--- src/hw/rtl/assert_macros.svh ---
// assertion macros used by the stack rtl
`ifndef ASSERT_MACROS_SVH
`define ASSERT_MACROS_SVH

`ifndef SYNTHESIS
// clocked check, skipped while reset is held
`define BLS_ASSERT(lbl, prop, msg) \
  lbl: assert property (@(posedge clk) disable iff (!rst_n) prop) else $error(msg);
// clocked check that also holds during reset
`define BLS_ASSERT_ALWAYS(lbl, prop, msg) \
  lbl: assert property (@(posedge clk) prop) else $error(msg);
`else
`define BLS_ASSERT(lbl, prop, msg)
`define BLS_ASSERT_ALWAYS(lbl, prop, msg)
`endif

`endif

--- src/hw/rtl/bls_pkg.sv ---
// types and constants for the bounded lifo stack
package bls_pkg;

  // defaults for the top-level parameters
  localparam int DEPTH_DEF      = 16;
  localparam int DATA_WIDTH_DEF = 32;

  // fixed field widths
  localparam int CMD_W  = 3;
  localparam int VAL_W  = 32;
  localparam int POS_W  = 5;
  localparam int ST_W   = 2;
  localparam int CNT_W  = 5;
  localparam int CAP_W  = 5;

  localparam logic [CAP_W-1:0] CAP_RESET = 5'd10;

  // command codes
  localparam logic [CMD_W-1:0] CMD_PUSH   = 3'd0;
  localparam logic [CMD_W-1:0] CMD_POP    = 3'd1;
  localparam logic [CMD_W-1:0] CMD_TOP    = 3'd2;
  localparam logic [CMD_W-1:0] CMD_BOTTOM = 3'd3;
  localparam logic [CMD_W-1:0] CMD_POS    = 3'd4;

  // status codes
  localparam logic [ST_W-1:0] ST_OK        = 2'd0;
  localparam logic [ST_W-1:0] ST_OVERFLOW  = 2'd1;
  localparam logic [ST_W-1:0] ST_UNDERFLOW = 2'd2;
  localparam logic [ST_W-1:0] ST_BADPOS    = 2'd3;

  typedef struct packed {
    logic        [CMD_W-1:0] cmd;
    logic signed [VAL_W-1:0] push_value;
    logic        [POS_W-1:0] position;
  } in_req_t;

  typedef struct packed {
    logic signed [VAL_W-1:0] data;
    logic        [ST_W-1:0]  status;
    logic        [CNT_W-1:0] count;
  } out_rsp_t;

endpackage

--- src/hw/rtl/bounded_lifo_stack.sv ---
// bounded lifo stack with one-port synchronous entry memory
//
//  channel   dir   handshake              payload
//  in_       in    in_valid / in_stall    bls_pkg::in_req_t  in_req
//  out_      out   out_valid / out_stall  bls_pkg::out_rsp_t out_rsp
//  cfg_      in    cfg_valid / cfg_ready  capacity           cfg_capacity
//
// one request per cycle sustained unless the output stalls; a taken request is
// decoded and its memory read registered at the accepting edge into the read
// stage, then its result moves to the output register
// the count and the memory access are settled at the accepting edge, so the next
// request sees them at once and no forwarding is needed
// reset: capacity 10, stack empty; the entry memory is not cleared since only
// entries below the count are ever read
// with the output stalled one more request is taken into the read stage, then
// in_stall rises
`include "assert_macros.svh"

module bounded_lifo_stack #(
  parameter int DEPTH      = bls_pkg::DEPTH_DEF,
  parameter int DATA_WIDTH = bls_pkg::DATA_WIDTH_DEF
) (
  input  logic                     clk,
  input  logic                     rst_n,
  // request channel
  input  logic                     in_valid,
  output logic                     in_stall,
  input  bls_pkg::in_req_t         in_req,
  // result channel
  output logic                     out_valid,
  input  logic                     out_stall,
  output bls_pkg::out_rsp_t        out_rsp,
  // capacity register write
  input  logic                     cfg_valid,
  output logic                     cfg_ready,
  input  logic [bls_pkg::CAP_W-1:0] cfg_capacity
);

  localparam int AW   = (DEPTH > 1) ? $clog2(DEPTH) : 1;
  localparam int CW   = $clog2(DEPTH + 1);
  localparam int CMPW = (CW > bls_pkg::CNT_W) ? CW : bls_pkg::CNT_W;

  // capacity register, writable at any cycle
  logic [bls_pkg::CAP_W-1:0] cap_r;

  assign cfg_ready = 1'b1;

  always_ff @(posedge clk) begin
    if (!rst_n) begin
      cap_r <= bls_pkg::CAP_RESET;
    end else if (cfg_valid && cfg_ready) begin
      cap_r <= cfg_capacity;
    end
  end

  // pipeline control
  logic                       s1_valid_r, s1_valid_nxt;
  logic                       s1_rd_r;
  logic [bls_pkg::ST_W-1:0]   s1_st_r;
  logic [bls_pkg::CNT_W-1:0]  s1_cnt_r;
  logic                       out_valid_r, out_valid_nxt;
  bls_pkg::out_rsp_t          out_rsp_r;
  logic                       s1_mv;
  logic                       in_acc;

  // read stage drains when the output register is empty or being taken
  assign s1_mv    = s1_valid_r && (!out_valid_r || !out_stall);
  assign in_stall = s1_valid_r && !s1_mv;
  assign in_acc   = in_valid && !in_stall;

  // request decode against the current count
  logic [CW-1:0]             count_r, count_nxt;
  logic [CMPW-1:0]           cnt_w, cap_w, dep_w, pos_w, cap_eff, addr_w;
  logic [bls_pkg::ST_W-1:0]  st;
  logic                      rd_en, wr_en;
  logic [AW-1:0]             addr;

  assign cnt_w   = CMPW'(count_r);
  assign cap_w   = CMPW'(cap_r);
  assign dep_w   = CMPW'(DEPTH);
  assign pos_w   = CMPW'(in_req.position);
  // capacity above the memory depth saturates
  assign cap_eff = (cap_w > dep_w) ? dep_w : cap_w;
  assign addr    = addr_w[AW-1:0];

  always_comb begin
    st        = bls_pkg::ST_OK;
    rd_en     = 1'b0;
    wr_en     = 1'b0;
    addr_w    = '0;
    count_nxt = count_r;
    case (in_req.cmd)
      bls_pkg::CMD_PUSH: begin
        if (cnt_w >= cap_eff) begin
          st = bls_pkg::ST_OVERFLOW;
        end else begin
          wr_en     = 1'b1;
          addr_w    = cnt_w;
          count_nxt = count_r + CW'(1);
        end
      end
      bls_pkg::CMD_POP: begin
        if (count_r == '0) begin
          st = bls_pkg::ST_UNDERFLOW;
        end else begin
          rd_en     = 1'b1;
          addr_w    = cnt_w - CMPW'(1);
          count_nxt = count_r - CW'(1);
        end
      end
      bls_pkg::CMD_TOP: begin
        if (count_r == '0) begin
          st = bls_pkg::ST_UNDERFLOW;
        end else begin
          rd_en  = 1'b1;
          addr_w = cnt_w - CMPW'(1);
        end
      end
      bls_pkg::CMD_BOTTOM: begin
        if (count_r == '0) begin
          st = bls_pkg::ST_UNDERFLOW;
        end else begin
          rd_en = 1'b1;
        end
      end
      bls_pkg::CMD_POS: begin
        // valid positions run from one up to the count
        if (pos_w == '0 || pos_w > cnt_w) begin
          st = bls_pkg::ST_BADPOS;
        end else begin
          rd_en  = 1'b1;
          addr_w = pos_w - CMPW'(1);
        end
      end
      default: begin
        // unknown command: nothing changes, status ok
        st = bls_pkg::ST_OK;
      end
    endcase
  end

  // entry memory, one access per cycle, registered read
  logic [DATA_WIDTH-1:0] mem [DEPTH];
  logic [DATA_WIDTH-1:0] mem_q_r;
  logic [63:0]           wr64;

  // narrow storage keeps the low bits, wide storage zero-fills above the field
  assign wr64 = {32'b0, in_req.push_value};

  always_ff @(posedge clk) begin
    if (in_acc && wr_en) begin
      mem[addr] <= wr64[DATA_WIDTH-1:0];
    end
    if (in_acc && rd_en) begin
      mem_q_r <= mem[addr];
    end
  end

  // count and stage valids
  always_comb begin
    s1_valid_nxt = s1_valid_r;
    if (in_acc) begin
      s1_valid_nxt = 1'b1;
    end else if (s1_mv) begin
      s1_valid_nxt = 1'b0;
    end
    out_valid_nxt = out_valid_r;
    if (s1_mv) begin
      out_valid_nxt = 1'b1;
    end else if (out_valid_r && !out_stall) begin
      out_valid_nxt = 1'b0;
    end
  end

  always_ff @(posedge clk) begin
    if (!rst_n) begin
      count_r     <= '0;
      s1_valid_r  <= 1'b0;
      out_valid_r <= 1'b0;
    end else begin
      if (in_acc) begin
        count_r <= count_nxt;
      end
      s1_valid_r  <= s1_valid_nxt;
      out_valid_r <= out_valid_nxt;
    end
  end

  // read stage payload
  logic [CMPW-1:0] cnt_nxt_w;

  assign cnt_nxt_w = CMPW'(count_nxt);

  always_ff @(posedge clk) begin
    if (in_acc) begin
      s1_rd_r  <= rd_en;
      s1_st_r  <= st;
      s1_cnt_r <= cnt_nxt_w[bls_pkg::CNT_W-1:0];
    end
  end

  // read data sign-extended from the storage width
  logic [63:0] rd64;

  assign rd64 = 64'($signed(mem_q_r));

  always_ff @(posedge clk) begin
    if (s1_mv) begin
      out_rsp_r.data   <= s1_rd_r ? rd64[31:0] : '0;
      out_rsp_r.status <= s1_st_r;
      out_rsp_r.count  <= s1_cnt_r;
    end
  end

  assign out_valid = out_valid_r;
  assign out_rsp   = out_rsp_r;

  `BLS_ASSERT(a_count_bound, (count_r <= CW'(DEPTH)), "count above depth")
  `BLS_ASSERT(a_stall_full, (in_stall |-> (s1_valid_r && out_valid_r)), "stall with room")
  `BLS_ASSERT(a_push_inc, ((in_acc && in_req.cmd == bls_pkg::CMD_PUSH && st == bls_pkg::ST_OK) |=> (count_r == $past(count_r) + CW'(1))), "push did not grow count")
  `BLS_ASSERT(a_pop_dec, ((in_acc && in_req.cmd == bls_pkg::CMD_POP && st == bls_pkg::ST_OK) |=> (count_r == $past(count_r) - CW'(1))), "pop did not shrink count")

endmodule

--- config.mk ---
export PLATFORM = sky130hd
export DESIGN_NAME = bounded_lifo_stack
export DESIGN_NICKNAME = d
export VERILOG_FILES = /design/src/hw/rtl/bls_pkg.sv /design/src/hw/rtl/bounded_lifo_stack.sv
export VERILOG_INCLUDE_DIRS = /design/src /design/src/hw/rtl
export SDC_FILE = /design/constraint.sdc
export NUM_CORES = 1
export LEC_CHECK = 0
export ABC_CLOCK_PERIOD_IN_PS = 6970
export BUFFER_PORTS_ARGS = -buffer_cell sky130_fd_sc_hd__buf_2
export CAP_MARGIN = 20
export CORE_MARGIN = 8
export CORE_UTILIZATION = 62
export CTS_CLUSTER_DIAMETER = 120
export DETAILED_ROUTE_END_ITERATION = 12
export PLACE_DENSITY = 0.8
export REMOVE_ABC_BUFFERS = 1
export SLEW_MARGIN = 20
export SYNTH_ARGS = -nofsm -noshare
export SYNTH_HDL_FRONTEND = slang
export SYNTH_SLANG_ARGS = --single-unit
export TNS_END_PERCENT = 1
--- constraint.sdc ---
create_clock -name clk -period 6.97 [get_ports clk]
set_input_delay 1.394 -clock clk [delete_from_list [all_inputs] [get_ports clk]]
set_output_delay 1.394 -clock clk [all_outputs]
set_load 0.02 [all_outputs]
==> metrics.txt, run 1 <==
total number of H-tree levels 2; clock transition time at the flip-flop clock pins of the worst setup and hold paths approximately 60 ps; number of synthesized flops with an enable pin between 500 and 600; Slew headroom approximately 25%; cell at the root of the clock tree sky130_fd_sc_hd__clkbuf_16; overflow left after global routing 0; number of max-slew violations in the final report 0; Max Root-Sink Buffers 3; PortBufs 90; status completed; slowest stage delay, CP ~770 ps; number of global-route vias before repair 17.36k; buffer count from post-CTS setup fixing 0; Syn Inst Count roughly 1.8k; via count about 18k; first-pass iteration count of the detailed router 6; final period demand of the worst path about 5100 ps; source-to-sink clock delay at the later pin of the worst-skew pair slightly above 600 ps; global-route wire length before repair 102200 um; number of diodes 0; path type of the worst setup path flop to flop; slowest CP cell sky130_fd_sc_hd__nor2_4; setup ws final between 1500 and 2000 ps; most frequent cells in the layout sky130_fd_sc_hd__edfxtp_1, sky130_fd_sc_hd__a221oi_1, sky130_fd_sc_hd__o211ai_1; maximum number of pins on one net before global-route repair between 100 and 150; cell area after placement roughly 27000 um^2; effective utilization at floorplan between 60% and 70%; CP startpoint kind flop; most common cell after layout, fill and taps aside sky130_fd_sc_hd__edfxtp_1; drt wl/cell between 20 and 30 um; number of antenna violations at the first check in global routing 2; routed wire length 67620 um; post-layout instance area about 29000 um^2; setup repair after global routing missed its margin no; number of buffers inserted by hold repair at cts 0; static leakage power slightly below 9 nW; crit path capture type flop; die footprint 48570 um^2; proportion of layout cells with a drive suffix above 1 between 10% and 20%; cells along the critical path inv_1, ha_1, nor2b_1, o21ai_0, a21o_1, a21oi_1, ha_1, o21a_1, a31oi_2, o21bai_4, buf_4, nand3_1, nor2_4, buf_4; area added between synthesis and finish 10.70%; number of gates resized after CTS 0; number of endpoints failing setup at the final stage 0; critical path data arrival time between 5000 and 6000 ps; post-synthesis cell type with the largest combined area sky130_fd_sc_hd__edfxtp_1; remaining routing DRC violations 0; critical path fanouts, max 43; total count of hold-check failures in the final report 0; core area between 40000 and 50000 um^2; mean instance size in the synthesized netlist ~15 um^2; count of non-filler cells in the finished layout approximately 2.4k; setup skew after layout about 24 ps; actual transition at the worst max-transition pin approximately 1100 ps; final net count 1840; floorplan row count 75; utilization of the core after routing approximately 69%; number of buffers created by CTS just under 60; drt via density between 7 and 8; worst hold path class flop to flop; last weighted congestion value of the routability-driven placer about 0.86; number of synthesis warnings 0; Post-Place Cells roughly 2.3k; CP delay by family, top compound AO/OA/AOI/OAI gates; worst hold slack after final layout 427.3 ps; area of the mapped netlist around 26000 um^2; Die Span X approximately 220 um; overall routing resource usage 27.46%; Post-Place Worst Slack around 1300 ps; Buf+Inv Stages, Crit Path 3; maximum clock frequency 195.1 MHz; I/O pin count a little over 90; post-route ant nets 0; Layout fillers 2578; Req. time, crit path 7270 ps; number of distinct standard cells referenced by the synthesized netlist 60; Max rail drop VDD a little over 200 uV; half-perimeter wire length after placement 36360 um; Chip Height between 200 and 250 um; portion of the clock cycle consumed by the worst path in the final layout roughly 74%; number of violations reported at the end of detailed-routing iteration 0 between 2k and 2.5k; TritonCTS clock tree built; number of sinks driven by the clock tree 603; Power Dens Cells roughly 270 nW/um^2; Seq/Total Area, Yosys 69.45%; number of max-cap violations 0; Area contributors post-synth sky130_fd_sc_hd__edfxtp_1, sky130_fd_sc_hd__a221oi_1, sky130_fd_sc_hd__o211ai_1; Main synth FF type sky130_fd_sc_hd__edfxtp_1; Yosys reg bits approximately 600; async set or reset register ratio after synthesis 0%; Yosys top cell area share 68.53%
[where the power goes]
| group | switching [mW] | internal (mW) | total [mW] |
|---|---|---|---|
| logic | 0.438 | 0.182 | 0.620 |
| clock network | 1.32 | 1.68 | 3.00 |
| registers | 0.0155 | 4.04 | 4.05 |
[worst register-to-register path: cells and delay by family (launching register included)]
kind	cells	cell delay [ps]
adders and majority gates	2	500
DFF	1	450
and+or+nand+nor	3	1360
buffers and inverters	3	970
AOI/OAI and AO/OA	6	1540
[layer usage]
metal	global-route usage, %	vias up	wire length [um]
met2	43.97	1359	32370
met5	0	-	59
li1	-	7506	-
met1	36.57	8805	24790
met4	11.75	4	2466
met3	5.508	196	7936
[per-stage QoR]
stage	total power [mW]	setup TNS (ps)
2_1_floorplan	4.480	-2338210
3_3_place_gp	4.710	0
3_5_place_dp	4.735	0
4_1_cts	7.674	0
5_1_grt	7.860	0
6_report	7.674	0
[flip-flops by register name (all words and copies together) (netlist names)]
signal      count
s1_cnt_r        5
mem           512
cnt_w           5
s1_st_r         2
mem_q_r        32
out_valid       1
cap_r           5
s1_valid_r      1
out_rsp        39
s1_rd_r         1
[synth_stat cells, drive strengths merged, types with 5 or more instances]
master	instances
edfxtp	591
a221oi	248
o211ai	127
clkbuf	108
and4	93
o21ai	87
nand3	78
buf	71
a31oi	67
a21o	66
and2	38
nor2	35
nand2	27
ha	15
a22oi	14
dfxtp	12
inv	11
a21oi	9
nor2b	9
mux2i	6
nor3	6
a2111oi	5
[final cells by class]
type | count | area (um^2) | area share, %
multi-input cells | 966 | 7271 | 25.36
clock inverters | 37 | 296.5 | 1.034
clock buffers | 71 | 1500 | 5.233
repair buffers | 135 | 898.4 | 3.134
inverters | 11 | 41.29 | 0.1440
well taps | 539 | 674.4 | 2.352
flip-flops and latches | 603 | 17990 | 62.74
[final timing paths]
kind / start / end / slack, ps / cells past startpoint
worst min register to register: s1_st_r[0] / out_rsp[5] / 430 / 0
worst min-delay path: s1_st_r[0] / out_rsp[5] / 430 / 0
worst max-delay path: cnt_w[0] / mem[6][9] / 1850 / 14
worst max register to register: cnt_w[0] / mem[6][9] / 1850 / 14
[cells by family after synthesis]
kind of cell	count (synthesis)	synth area share, %
DFF	603	69.45
other	1	0.01448
xor gates and xnor gates	4	0.1353
muxes	6	0.2319
adders and majority gates	15	0.7247
buffers and inverters	190	3.348
AOI/OAI and AO/OA	642	18.79
and+or+nand+nor	298	7.305
(Power assumes the default switching activity.)
==> run 2: changes to the inputs <==
--- a/config.mk
+++ b/config.mk
@@ -6,7 +6,8 @@
 export SDC_FILE = /design/constraint.sdc
 export NUM_CORES = 1
 export LEC_CHECK = 0
-export ABC_CLOCK_PERIOD_IN_PS = 6970
+export ABC_AREA = 1
+export ABC_CLOCK_PERIOD_IN_PS = 4800
 export BUFFER_PORTS_ARGS = -buffer_cell sky130_fd_sc_hd__buf_2
 export CAP_MARGIN = 20
 export CORE_MARGIN = 8
==> constraint.sdc (replaced) <==
create_clock -name clk -period 4.8 [get_ports clk]
set_input_delay 0.96 -clock clk [delete_from_list [all_inputs] [get_ports clk]]
set_output_delay 0.96 -clock clk [all_outputs]
set_load 0.02 [all_outputs]
==> run 2 against run 1 <==
Net effect:
- die area is 0.46% lower
- clock power rose by 49%
- synthesized area decreased by 0.49%
- critical path type unchanged
- critical endpoint is now mem_q_r[5]
- largest power group unchanged
==> metrics.txt, run 2 <==
TritonCTS clock tree built; core area 40920 um^2 (-1.6%); portion of the clock cycle consumed by the worst path in the final layout 89.42% (+16 points); area of the mapped netlist 25770 um^2 (-0.49%); Sequential Power Share 50.6% (-2.2 points); largest family of logic cells by synthesized area simple AND/OR/NAND/NOR gates; number of global-route vias before repair 17.41k (+0.28%); final period demand of the worst path 4292 ps (-832.1 ps); async set or reset register ratio after synthesis 0% (unchanged); half-perimeter wire length after placement 32860 um (-9.6%); cell area after placement 26790 um^2 (about the same); first-pass iteration count of the detailed router 6 (unchanged); Power Dens Cells 407.9 nW/um^2 (+52%); via count 17.71k (-0.87%); most frequent cells in the layout sky130_fd_sc_hd__nand2_1, sky130_fd_sc_hd__edfxtp_1, sky130_fd_sc_hd__nand3_1; I/O pin count 92 (unchanged); Syn Inst Count 2432 (+38%); number of gates resized after CTS 0 (unchanged); total number of H-tree levels 2 (unchanged); die footprint 48350 um^2 (-0.46%); Req. time, crit path 5270 ps (-2000 ps); overflow left after global routing 0 (unchanged); number of endpoints failing setup at the final stage 0 (unchanged); final net count 2559 (+39%); Area contributors post-synth sky130_fd_sc_hd__edfxtp_1, sky130_fd_sc_hd__nand2_1, sky130_fd_sc_hd__nand3_1; worst hold slack after final layout 430.3 ps (+2.961 ps); P_int 8.815 mW (+50%); share of the synthesized area in compound gates (AO/OA/AOI/OAI) 0.7817% (-18 points); Yosys reg bits 603 (unchanged); Detail Route met3 WL 6387 um (-20%); mean instance size in the synthesized netlist 10.60 um^2 (-28%); area added between synthesis and finish 11.21%; CP startpoint kind flop; share of cell area taken by muxes after synthesis 0% (-0.23 points); maximum number of pins on one net before global-route repair 248 (+100%); last weighted congestion value of the routability-driven placer 0.8716 (+1.5%); number of synthesis warnings 0 (unchanged); number of buffers created by CTS 59 (+1.7%); net switching fraction of the power 24.60% (+1.4 points); remaining routing DRC violations 0 (unchanged); Slew headroom 19.40% (-5.5 points); length of routed met2 wiring 30440 um (-6.0%); share of synthesized cell area in full adder, half adder and majority cells 0.7283% (+0.0036 points); flip-flop count of the largest register after layout 512 (unchanged); post-route ant nets 0 (unchanged); setup repair after global routing missed its margin no; actual transition at the worst max-transition pin 1209 ps (+85.15 ps); PortBufs 90 (unchanged); number of buffers inserted by hold repair at cts 0 (unchanged); worst hold path stage count 0 (unchanged); clock transition time at the flip-flop clock pins of the worst setup and hold paths 60 ps (about the same); post-layout instance area 28660 um^2 (about the same); count of cells along the worst register-to-register path 21 (+7); length of routed wiring on met1 23770 um (-4.1%); crit path capture type flop; floorplan row count 74 (-1.3%); simple logic cell fraction of the synthesized area 23.60% (+16 points); effective utilization at floorplan 62.97% (+0.67 points); number of max-slew violations in the final report 0 (unchanged); drt wl/cell 20.32 um (-29%); most frequently used cell type in the post-synthesis netlist sky130_fd_sc_hd__nand2_1; Seq/Total Area, Yosys 69.80% (+0.34 points); utilization of the core after routing 70.03% (+1.1 points); sw power 2.876 mW (+62%); drt via density 5.759 (-24%); proportion of layout cells with a drive suffix above 1 9.760% (-4.5 points); overall routing resource usage 25.73% (-1.7 points); power share of the clock group 38.3% (-0.8 points); Max Used Layer met5; status completed; post-synthesis cell type with the largest combined area sky130_fd_sc_hd__edfxtp_1; number of violations reported at the end of detailed-routing iteration 0 2173 (-11%); number of sinks driven by the clock tree 603 (unchanged); total count of hold-check failures in the final report 0 (unchanged); source-to-sink clock delay at the later pin of the worst-skew pair 620 ps (about the same); most common cell after layout, fill and taps aside sky130_fd_sc_hd__nand2_1; critical path data arrival time 4760 ps (-660 ps); Die Span X 219.9 um (-0.23%); xor and xnor area share after synthesis 0.1699% (+0.035 points); global-route wire length before repair 96070 um (-6.0%); post-layout power 11.69 mW (+52%); buffer count from post-CTS setup fixing 0 (unchanged); worst hold path class flop to flop; Yosys top cell area share 68.86% (+0.34 points); Commonest cells post-synth sky130_fd_sc_hd__nand2_1, sky130_fd_sc_hd__edfxtp_1, sky130_fd_sc_hd__nand3_1, sky130_fd_sc_hd__inv_1, sky130_fd_sc_hd__buf_2; path type of the worst setup path flop to flop; number of max-cap violations 0 (unchanged); number of distinct standard cells referenced by the synthesized netlist 33 (-45%); routed wire length 62510 um (-7.6%); Max rail drop VDD 329.6 uV (+60%); setup skew after layout 15.39 ps (-9.080 ps); maximum clock frequency 233.0 MHz (+19%); cell at the root of the clock tree sky130_fd_sc_hd__clkbuf_16; Main synth FF type sky130_fd_sc_hd__edfxtp_1; share of total power in combinational logic 11.1% (+3.0 points); number of synthesized flops with an enable pin 591 (unchanged); worst reg-to-reg setup slack 510 ps (-1340 ps); static leakage power 11.94 nW (+35%); Chip Height 219.9 um (-0.23%); Most flops, register mem; critical path fanouts, max 210 (+390%); number of antenna violations at the first check in global routing 3 (+1); Max Root-Sink Buffers 3 (unchanged)
[run 2: changes by cell type in the layout (fill, tap and decap cells not counted), moves of 66 or more]
cell                       before   now
sky130_fd_sc_hd__a31oi_1       66     0
sky130_fd_sc_hd__and4_1        93     0
sky130_fd_sc_hd__nand2_1       25  1190
sky130_fd_sc_hd__o21ai_0       85     9
sky130_fd_sc_hd__a221oi_1     248     0
sky130_fd_sc_hd__inv_1         11   124
sky130_fd_sc_hd__nand3_1       77   271
sky130_fd_sc_hd__a21o_1        66     0
sky130_fd_sc_hd__o211ai_1     127     3
[run 2: metal layers]
metal	global-route usage [%]	vias to the layer above
li1	-	8181
met1	33.66	8354
met2	42.40	1021
met3	4.758	156
met4	10.43	2
met5	0	-
[run 2: power by group through the flow]
stage	registers, mW	logic, mW	clock network [mW]
final	5.91	1.30	4.48
after global routing	5.92	1.45	4.71
after CTS	5.91	1.29	4.51
after detailed placement	6.02	1.27	0
after global placement	6.02	1.23	0
after floorplan	6.05	0.822	0
[run 2: critical path: stages (launching register included)]
cell,delay [ps]
sky130_fd_sc_hd__dfxtp_1,330
sky130_fd_sc_hd__o41ai_1,570
sky130_fd_sc_hd__nand2_1,120
sky130_fd_sc_hd__ha_1,300
sky130_fd_sc_hd__nand2_1,60
sky130_fd_sc_hd__inv_1,70
sky130_fd_sc_hd__nand4_1,80
sky130_fd_sc_hd__nand3_1,120
sky130_fd_sc_hd__inv_1,100
sky130_fd_sc_hd__ha_1,190
sky130_fd_sc_hd__nand2_1,70
sky130_fd_sc_hd__nand2_1,100
sky130_fd_sc_hd__inv_6,330
sky130_fd_sc_hd__buf_12,650
sky130_fd_sc_hd__nand3_1,160
sky130_fd_sc_hd__nand2_1,170
sky130_fd_sc_hd__nand2_1,60
sky130_fd_sc_hd__nand2_1,100
sky130_fd_sc_hd__nand2_1,60
sky130_fd_sc_hd__nand2_1,80
sky130_fd_sc_hd__inv_1,50
sky130_fd_sc_hd__nand2_1,90
[run 2: cell families after synthesis]
logic type	count (synthesis)
flip-flops	603
adder cells (fa/ha/maj)	15
other	1
XOR/XNOR	5
buffers and inverters	264
AO/OA/AOI/OAI	35
AND/OR/NAND/NOR	1509
[run 2: worst paths after layout]
check / from / endpoint
setup / recovery: cap_r[1] / mem_q_r[5]
hold reg to reg: s1_st_r[0] / out_rsp[5]
hold / removal: s1_st_r[0] / out_rsp[5]
setup reg to reg: cap_r[1] / mem_q_r[5]
[run 2: metrics by stage]
stage	setup WS (ps)	setup TNS, ps	std cells
3_3_place_gp	771.4	0	2965
4_1_cts	635.9	0	3073
5_1_grt	209.6	0	3074
6_report	507.6	0	3076
2_1_floorplan	-4109	-1511730	2303
3_5_place_dp	662.7	0	2965
[run 2: layout make-up]
cell class                      count  area [um^2]
Antenna cell                        3        7.507
Clock buffer                       74         1575
Clock inverter                     34        282.8
Fill cell                        2812        12260
Inverter                          135        514.2
Multi-Input combinational cell   1565         6689
Sequential cell                   603        17990
Tap cell                          532        665.6
Timing Repair Buffer              130        938.4
==> run 3: changes to the inputs <==
--- a/config.mk
+++ b/config.mk
@@ -15,6 +15,7 @@
 export CTS_CLUSTER_DIAMETER = 120
 export DETAILED_ROUTE_END_ITERATION = 12
 export PLACE_DENSITY = 0.8
+export RECOVER_POWER = 25
 export REMOVE_ABC_BUFFERS = 1
 export SLEW_MARGIN = 20
 export SYNTH_ARGS = -nofsm -noshare
==> run 3 against run 2 <==
Net effect:
- die area unchanged
- worst setup slack improved by 20 ps
- core utilization decreased by 0.073 points
- final cell count about the same
- critical path depth unchanged
- sequential cell count unchanged
- critical path type unchanged
- largest cell class unchanged
- largest power group unchanged
==> metrics.txt, run 3 (same netlist as run 2, synthesis figures left out) <==
status completed; maximum clock frequency 234.0 MHz (+0.46%); number of buffers created by CTS 59 (unchanged); cell area after placement 26790 um^2 (unchanged); critical path data arrival time 4740 ps (-20 ps); number of gates resized after CTS 0 (unchanged); I/O pin count 92 (unchanged); post-layout instance area 28630 um^2 (-0.10%); final period demand of the worst path 4273 ps (-19.78 ps); total number of H-tree levels 2 (unchanged); maximum number of pins on one net before global-route repair 248 (unchanged); routed wire length 62480 um (about the same); via count 17.67k (-0.23%); drt via density 5.747 (-0.20%); cell at the root of the clock tree sky130_fd_sc_hd__clkbuf_16; number of max-slew violations in the final report 0 (unchanged); Max rail drop VDD 329.9 uV (about the same); drt wl/cell 20.32 um (about the same); first-pass iteration count of the detailed router 6 (unchanged); final net count 2559 (unchanged); Post-Place Worst Slack 662.7 ps (unchanged); number of endpoints failing setup at the final stage 0 (unchanged); setup skew after layout 14.96 ps (-0.4259 ps); most common cell after layout, fill and taps aside sky130_fd_sc_hd__nand2_1; number of sinks driven by the clock tree 603 (unchanged); total count of hold-check failures in the final report 0 (unchanged); portion of the clock cycle consumed by the worst path in the final layout 89.01% (-0.41 points); last weighted congestion value of the routability-driven placer 0.8716 (unchanged); effective utilization at floorplan 62.97% (unchanged); static leakage power 11.88 nW (-0.51%); utilization of the core after routing 69.96% (-0.073 points); overall routing resource usage 25.73% (unchanged); CP startpoint kind flop; crit path capture type flop; most frequent cells in the layout sky130_fd_sc_hd__nand2_1, sky130_fd_sc_hd__edfxtp_1, sky130_fd_sc_hd__nand3_1; setup repair after global routing missed its margin no; Chip Height 219.9 um (unchanged); number of buffers inserted by hold repair at cts 0 (unchanged); number of violations reported at the end of detailed-routing iteration 0 2243 (+3.2%); path type of the worst setup path flop to flop; Layout fillers 2823 (+0.39%); clock transition time at the flip-flop clock pins of the worst setup and hold paths 60 ps (about the same); die footprint 48350 um^2 (unchanged); area added between synthesis and finish 11.09%; TritonCTS clock tree built; sequential cell area 17990 um^2 (unchanged); combined area of the multi-input logic cells 6689 um^2 (unchanged); Post-Place Cells 2965 (unchanged); flip-flop count of the largest register after layout 512 (unchanged); floorplan row count 74 (unchanged); PortBufs 90 (unchanged); Req. time, crit path 5270 ps (about the same); proportion of layout cells with a drive suffix above 1 8.894% (-0.87 points); Slew headroom 21.33% (+1.9 points); buffer count from post-CTS setup fixing 0 (unchanged); post-route ant nets 0 (unchanged); Most flops, register mem; worst hold path class flop to flop; critical path fanouts, max 210 (unchanged); global-route wire length before repair 96070 um (unchanged); half-perimeter wire length after placement 32860 um (unchanged); worst hold slack after final layout 430.0 ps (-0.2750 ps); number of max-cap violations 0 (unchanged); number of antenna violations at the first check in global routing 2 (-1); core area 40920 um^2 (unchanged); number of global-route vias before repair 17.41k (unchanged); count of non-filler cells in the finished layout 3075 (-0.033%); Max Root-Sink Buffers 3 (unchanged); Power Dens Cells 408.1 nW/um^2 (about the same); Die Span X 219.9 um (unchanged); setup ws final 527.4 ps (+19.77 ps); sum of negative setup slack 0 ps (unchanged); remaining routing DRC violations 0 (unchanged); source-to-sink clock delay at the later pin of the worst-skew pair 620 ps (about the same); post-layout power 11.68 mW (about the same); actual transition at the worst max-transition pin 1180 ps (-28.93 ps); overflow left after global routing 0 (unchanged)
-- run 3: worst paths after layout --
| kind | startpoint | cells after the start | slack [ps] | endpoint |
|---|---|---|---|---|
| hold / removal | s1_st_r[0] | 0 | 430 | out_rsp[5] |
| hold reg to reg | s1_st_r[0] | 0 | 430 | out_rsp[5] |
| setup / recovery | cap_r[1] | 21 | 530 | mem_q_r[5] |
| setup reg to reg | cap_r[1] | 21 | 530 | mem_q_r[5] |
-- run 3: layer usage --
layer | wire [um] | vias to the layer above | global-route usage (%)
met5 | 0 | - | 0
met2 | 30440 | 1000 | 42.40
met1 | 23730 | 8351 | 33.66
met4 | 1866 | 0 | 10.43
met3 | 6438 | 144 | 4.758
li1 | - | 8178 | -
-- run 3: final cells by class --
type,count,share of cell area [%]
flip-flops and latches,603,62.83
multi-input cells,1565,23.36
clock buffers,74,5.502
repair buffers,130,3.182
well taps,532,2.325
inverters,135,1.796
clock inverters,34,0.9877
diodes,2,0.01748
-- run 3: critical path, cell delays in order, from the launching register on --
cell	delay, ps
sky130_fd_sc_hd__dfxtp_1	330
sky130_fd_sc_hd__o41ai_1	540
sky130_fd_sc_hd__nand2_1	110
sky130_fd_sc_hd__ha_1	300
sky130_fd_sc_hd__nand2_1	60
sky130_fd_sc_hd__inv_1	70
sky130_fd_sc_hd__nand4_1	90
sky130_fd_sc_hd__nand3_1	120
sky130_fd_sc_hd__inv_1	100
sky130_fd_sc_hd__ha_1	190
sky130_fd_sc_hd__nand2_1	70
sky130_fd_sc_hd__nand2_1	100
sky130_fd_sc_hd__inv_6	330
sky130_fd_sc_hd__buf_12	580
sky130_fd_sc_hd__nand3_1	160
sky130_fd_sc_hd__nand2_1	160
sky130_fd_sc_hd__nand2_1	60
sky130_fd_sc_hd__nand2_1	100
sky130_fd_sc_hd__nand2_1	60
sky130_fd_sc_hd__nand2_1	80
sky130_fd_sc_hd__inv_1	50
sky130_fd_sc_hd__nand2_1	90
-- run 3: power by group --
part / internal [mW] / switching, mW / leakage (nW)
sequential: 5.88 / 0.0288 / 5.46
combinational: 0.355 / 0.945 / 5.52
clock: 2.57 / 1.90 / 0.906
total: 8.81 / 2.87 / 11.9
